$ cat src/rtl/ptrn_pkg.sv
// Shared types and constants for the perceptron trainer.
// No dependencies; imported by ptrn_ctrl, ptrn_dpath and perceptron_trainer.
`timescale 1ns / 1ps

package ptrn_pkg;

  localparam int MAX_FEATURES_DEF = 64;
  localparam int FEAT_W           = 16;
  localparam int WEIGHT_W         = 32;
  localparam int PROD_W           = FEAT_W + WEIGHT_W;
  localparam int ACC_W            = 64;
  localparam int THR_W            = 48;
  localparam int CNT_W            = 16;
  localparam logic signed [WEIGHT_W-1:0] WEIGHT_INIT = 32'sd256;

  typedef enum logic [1:0] {
    ACT_TRAIN   = 2'd0,
    ACT_EVAL    = 2'd1,
    ACT_PREDICT = 2'd2,
    ACT_WIPE    = 2'd3
  } action_t;

  typedef struct packed {
    action_t                   action;
    logic signed [FEAT_W-1:0]  feature;
    logic                      label;
    logic                      last;
  } in_beat_t;

  typedef struct packed {
    logic             predicted;
    logic             mistake;
    logic [CNT_W-1:0] true_pos;
    logic [CNT_W-1:0] false_neg;
    logic [CNT_W-1:0] true_neg;
    logic [CNT_W-1:0] false_pos;
  } out_beat_t;

  // controller to datapath
  typedef struct packed {
    logic accept;   // non-wipe beat taken
    logic wipe;     // reset weights, counters, sample
    logic mul;      // multiply feature by its weight
    logic decide;   // classify, count, load result
    logic upd_rd;   // read one weight/feature pair for training
  } ptrn_cmd_t;

  // datapath to controller
  typedef struct packed {
    logic idx_full;
    logic out_busy;
    logic train_miss;
    logic upd_last;
  } ptrn_sts_t;

endpackage

$ cat src/rtl/ptrn_ctrl.sv
// Sequencing state machine for the perceptron trainer.
// Depends on ptrn_pkg for command and status structs.
`timescale 1ns / 1ps

module ptrn_ctrl (
  input  logic                clk,
  input  logic                rst_n,
  input  logic                in_valid,
  output logic                in_stall,
  input  ptrn_pkg::in_beat_t  in_data,
  input  ptrn_pkg::ptrn_sts_t sts,
  output ptrn_pkg::ptrn_cmd_t cmd
);
  import ptrn_pkg::*;

  typedef enum logic [2:0] {
    S_IDLE,
    S_MUL,
    S_ADD,
    S_DECIDE,
    S_UPD,
    S_DRAIN
  } state_t;

  state_t state_r, state_nxt;
  logic   last_r, last_nxt;

  always_comb begin
    state_nxt = state_r;
    last_nxt  = last_r;
    cmd       = '0;
    unique case (state_r)
      S_IDLE: begin
        if (in_valid) begin
          if (in_data.action == ACT_WIPE) begin
            cmd.wipe = 1'b1;
          end else begin
            cmd.accept = 1'b1;
            last_nxt   = in_data.last;
            if (!sts.idx_full) begin
              state_nxt = S_MUL;
            end else if (in_data.last) begin
              state_nxt = S_ADD;
            end
          end
        end
      end
      S_MUL: begin
        cmd.mul   = 1'b1;
        state_nxt = last_r ? S_ADD : S_IDLE;
      end
      S_ADD: begin
        state_nxt = S_DECIDE;
      end
      S_DECIDE: begin
        if (!sts.out_busy) begin
          cmd.decide = 1'b1;
          state_nxt  = sts.train_miss ? S_UPD : S_IDLE;
        end
      end
      S_UPD: begin
        cmd.upd_rd = 1'b1;
        if (sts.upd_last) begin
          state_nxt = S_DRAIN;
        end
      end
      S_DRAIN: begin
        state_nxt = S_IDLE;
      end
      default: begin
        state_nxt = S_IDLE;
      end
    endcase
  end

  always_ff @(posedge clk) begin
    if (!rst_n) begin
      state_r <= S_IDLE;
      last_r  <= 1'b0;
    end else begin
      state_r <= state_nxt;
      last_r  <= last_nxt;
    end
  end

  assign in_stall = (state_r != S_IDLE);

endmodule

$ cat config.mk
export PLATFORM = sky130hd
export DESIGN_NAME = ptrn_ctrl
export DESIGN_NICKNAME = d
export VERILOG_FILES = /design/src/rtl/ptrn_pkg.sv /design/src/rtl/ptrn_ctrl.sv
export SDC_FILE = /design/constraint.sdc
export NUM_CORES = 1
export LEC_CHECK = 0
export BUFFER_PORTS_ARGS = -buffer_cell sky130_fd_sc_hd__buf_2
export CORE_AREA = 2 2 39 41
export DETAILED_ROUTE_END_ITERATION = 10
export DIE_AREA = 0 0 41 43
export HOLD_SLACK_MARGIN = 0.08
export SKIP_CTS_REPAIR_TIMING = 1
export SYNTH_ARGS = -nofsm -noshare
export SYNTH_HDL_FRONTEND = slang
export SYNTH_SLANG_ARGS = --single-unit
$ cat constraint.sdc
create_clock -name clk -period 1.6 [get_ports clk]
set_input_delay 0.16 -clock clk [delete_from_list [all_inputs] [get_ports clk]]
set_output_delay 0.16 -clock clk [all_outputs]
set_load 0.01 [all_outputs]
## Word-level counts from Yosys, hierarchy flattened

Index checks and enable logic that the tools add are counted.

| storage, ports and cells | value |
|---|---|
| memories kept | 0 |
| logic and storage cells | 34 |
| bits of input ports | 27 |
| RAM bits | 0 |
| bits in latches | 0 |
| register bits | 4 |
| ROM bits | 0 |
| output and inout port bits | 6 |

| cells by class | value |
|---|---|
| add/sub/neg operators | 0 |
| $mul | 0 |
| bitwise operators | 1 |
| multiplexer cells | 17 |
| divide/modulo/power cells | 0 |
| reductions and logical operators | 4 |
| equality and inequality tests | 10 |
| shift-type cells | 0 |
| order comparisons | 0 |

Operator list:

| kind | count |
|---|---|
| two-way mux 3 bit | 7 |
| one-hot mux 3 bit (5 select lines) | 1 |
| inequality test 2 bit (second input constant) | 4 |
| equality test 3 x 2 -> 1 bit (second input constant) | 2 |
| two-way mux 1 bit | 6 |
| two-way mux 2 bit | 3 |
| AND reduction 5 bit | 1 |
| equality test 3 x 1 -> 1 bit (second input constant) | 1 |
| equality test 3 bit (second input constant) | 1 |
| zero test 3 bit | 1 |
| inequality test 3 bit (second input constant) | 1 |
| AND reduction 3 bit | 1 |
| nonzero test 3 bit | 1 |
| equality test 2 bit (second input constant) | 1 |
| inverter 1 bit | 1 |

## Logic depth before layout (Yosys ltp)

| logic depth | value |
|---|---|
| depth after elaboration | 5 |
| mapped depth | 5 |
| mapped depth without buffers | 3 |

## Worst setup path after synthesis

No wires, ideal clock.

| path | value |
|---|---|
| path kind | register to register |
| from | reg state_r[0] |
| to | reg last_r |
| data arrival time | 1.312 ns |
| setup time | 0.070 ns |
| stages on the path, launching flop included | 6 |
| period minus slack after synthesis | 1.381 ns |
| setup slack | 0.219 ns |
| path buffers | 2 |
| data required time | 1.530 ns |
| cell sequence | dfxtp_1 buf_6 or3_1 clkbuf_2 or3_1 a21oi_1 |

| between the ends | value |
|---|---|
| cells in the longest elaborated chain, start to end | 2 |

Ends and longest elaborated chain:

| what | RTL line | source |
|---|---|---|
| start, declared | ptrn_ctrl.sv:25 | `state_t state_r, state_nxt;` |
| start signal, assigned | ptrn_ctrl.sv:81 | `state_r <= state_nxt;` |
| zero test 3 bit | ptrn_ctrl.sv:32 | `unique case (state_r)` |
| AND reduction 3 bit (no source line) | n/a |  |
| end signal, assigned | ptrn_ctrl.sv:82 | `last_r <= last_nxt;` |
| end, declared | ptrn_ctrl.sv:26 | `logic last_r, last_nxt;` |

No other way between the ends.
A chain may end at the register's enable or synchronous reset.

==> impl_results.rst <==
.. list-table::
   :header-rows: 1

   * - Metric
     - Value
   * - Outcome
     - finished, final reports clean
   * - Peak ir drop on the vdd network
     - between 200 and 300 uV
   * - Distinct cell type count of the synthesized netlist
     - 23
   * - Final cycle utilization of the critical path
     - 0.918
   * - Register bit total from synthesis
     - 4
   * - Max Fclk
     - ~680 MHz
   * - TritonCTS clock tree
     - yes
   * - Setup repair after global routing missed its margin
     - no
   * - Number of standard cells after synthesis
     - 38
   * - Number of I/O pins
     - 33
   * - Met1 demand-to-capacity share in global routing
     - 0.110
   * - Minimum setup slack among reg-to-reg paths
     - between 0.2 and 0.3 ns
   * - Seq/Total Area, Yosys
     - 0.286
   * - Number of flops mapped to enable cells by yosys
     - 0
   * - Count of warnings emitted by yosys
     - 0
   * - Int Pwr
     - 0.242 mW
   * - Crit Path Max Fanout
     - 9
   * - Fraction of power spent switching nets
     - 0.290
   * - Mean routed wirelength per cell
     - about 9.5 um
   * - Most used flip-flop cell after synthesis
     - dfxtp_1
   * - Sequential standard cell area
     - ~80 um^2
   * - Worst-case setup slack after placement
     - about 0.3 ns
   * - DR vias
     - 313
   * - Number of setup violations in the final report
     - 0
   * - Hold Violations, Final
     - 0
   * - Worst-path clk slew
     - around 0.04 ns
   * - Gr busiest metal
     - met2
   * - Max Buffers Root-to-Sink
     - 2
   * - Sequential cell fraction of total power
     - 0.339
   * - Most frequent cell after synthesis
     - nor2_1
   * - Buffer cell driving the clock tree root
     - clkbuf_4
   * - Nets in the synthesized netlist
     - 65
   * - Top post-synthesis cells by count
     - 6 x nor2_1, 4 x dfxtp_1, 3 x inv_1
   * - DP Area
     - between 300 and 400 um^2
   * - Clock share of power
     - 0.379
   * - DRC violations left
     - 0
   * - Fraction of registers with async set or reset after synthesis
     - 0
   * - Remaining antenna violation count after routing
     - 0
   * - Floorplan row count
     - 14
   * - Initial Utilization
     - 0.203
   * - # Max-Cap Violations
     - 0
   * - Max-slew violations
     - 0
   * - Startpoint class of the critical path
     - register
   * - Antenna diodes
     - 0
   * - Largest area contributor in the synthesized netlist
     - dfxtp_1
   * - Final worst path period need
     - 1.47 ns
   * - Placeable core region
     - 0.00138 mm^2
   * - Worst min-delay path class
     - in -> reg
   * - Setup slack after layout
     - 0.131 ns
   * - Wire length of the first global-routing pass
     - 1.05 mm
   * - Die Area
     - between 0.0015 and 0.002 mm^2
   * - Combinational group share of total power
     - 0.281
   * - Layout overhead on the synthesized area
     - 38.4%
   * - Worst setup path class
     - reg -> out
   * - Clock buffers created by TritonCTS
     - 3
   * - Combined global-route utilization of all metal layers
     - 0.0957
   * - Final sum of negative setup slack
     - 0 ns
   * - Fill cells
     - 153
   * - Summed instance area of the synthesized netlist
     - 280 um^2
   * - Met2 Usage GRT
     - 0.125
   * - Antenna violations before repair
     - 0
   * - Die width
     - around 41 um
   * - Post-synth top area share
     - 0.286
   * - Final Skew
     - 0.00542 ns
   * - Pin count of the biggest net entering global routing
     - 10
   * - Switching pwr
     - slightly below 0.1 mW
   * - Detailed-placement wirelength estimate
     - about 490 um
   * - Met3 routing resource usage after global routing
     - 0.0314
   * - Count of port buffers added during placement
     - 15
   * - Power Dens Cells
     - approximately 900 mW/mm^2
   * - Sink count of the clock tree
     - 4
   * - Required time worst endpoint
     - ~1.4 ns
   * - Static power due to leakage
     - between 0.15 and 0.2 nW
   * - Transition time of the tightest slew-check pin
     - 0.297 ns
   * - Max H-tree Level
     - 1
   * - Arrival time reported for the critical path endpoint
     - around 1.3 ns
   * - Die H
     - 43 um
   * - Post-synthesis average cell area
     - 7.38 um^2
   * - Final GP Congestion
     - 0.762
   * - Share of post-route cells with drive strength above 1
     - 0.389
   * - CP Capture Type
     - primary output
   * - Rel. slew slack
     - 0.799
   * - Total overflow reported by the global router
     - 0
   * - Multi-input logic area
     - roughly 160 um^2
   * - Detailed-router iteration count before antenna repair
     - 4
   * - Final cell area excluding filler cells
     - between 300 and 400 um^2
   * - Number of nets at the end of the flow
     - 83
   * - Leading post-synthesis cells by cell area
     - dfxtp_1 29%, nor2_1 8.0%, nor3b_1 5.4%
   * - Clock insertion delay at the later pin of the skew report
     - 0.24 ns
   * - Via count of the first global-routing pass
     - around 270
   * - Starting DRT DRC Count
     - 7
   * - Post-DR vias/cell
     - roughly 4.5
   * - WL final
     - 662 um
## layout make-up
class,count,area share
Tap cell,16,0.0516
Multi-Input combinational cell,27,0.423
Timing Repair Buffer,17,0.232
Sequential cell,4,0.206
Inverter,3,0.0290
Clock buffer,3,0.0581
## cell usage in the layout (no fill, tap or decap)
cell type	synthesis	final
a21oi_1	2	2
a221oi_1	1	1
buf_2	1	15
or3_1	2	2
nor4bb_1	1	1
nor2_1	6	6
a21bo_2	1	1
o22ai_1	1	1
nand3_1	1	1
nor3b_1	2	2
a21o_1	1	1
nand2b_1	1	1
a31o_1	1	1
inv_1	3	3
clkbuf_4	0	3
dfxtp_1	4	4
nor2b_1	1	1
o21ai_0	1	1
nand3b_1	1	1
o31ai_1	2	2
nand2_1	2	2
buf_4	0	2
## state kept, by name, indices dropped and copies added, names as in the netlist
signal   count
state_r      3
last_r       1
## power by group through the flow
| stage | registers, mW | clock network (mW) | logic, mW |
|---|---|---|---|
| 6_report | 0.115 | 0.129 | 0.0957 |
| 2_1_floorplan | 0.112 | 0 | 0.0698 |
| 3_3_place_gp | 0.117 | 0 | 0.0957 |
| 3_5_place_dp | 0.117 | 0 | 0.0957 |
| 5_1_grt | 0.117 | 0.144 | 0.105 |
| 4_1_cts | 0.115 | 0.134 | 0.0965 |
## worst max-delay path: stages (launching register included)
cell and delay [ns]:
dfxtp_1 0.38, or3_1 0.45, nor2_1 0.12, buf_2 0.13
## stage by stage
stage	instances	hold slack, ns	util	total power [mW]
after floorplan	38	0.301	-	0.182
after global placement	67	0.396	0.264	0.213
after detailed placement	67	0.400	0.264	0.213
after CTS	70	0.196	0.280	0.346
after global routing	70	0.218	0.280	0.366
final	70	0.185	0.280	0.340
## cells by family after synthesis
logic type / Yosys count / synth area share
buffers and inverters: 7 / 0.129
AND/OR/NAND/NOR: 17 / 0.330
flip-flops: 4 / 0.286
AO/OA/AOI/OAI: 10 / 0.254
## worst paths after layout
path | from | endpoint | cells after the start
worst max-delay path | state_r[2] | cmd[3] | 3
worst min-delay path | sts[1] | state_r[2] | 3
worst max register to register | state_r[2] | last_r | 3
worst min register to register | last_r | last_r | 2
## per-layer routing
layer  routed length (um)  up-vias  share of wire
met1                  275      135           0.42
li1                     -      164              -
met3                   53        2          0.080
met2                  323       12           0.49
met5                    0        -              0
met4                    8        0          0.012
Note: power is estimated with default switching activity, not from simulation.
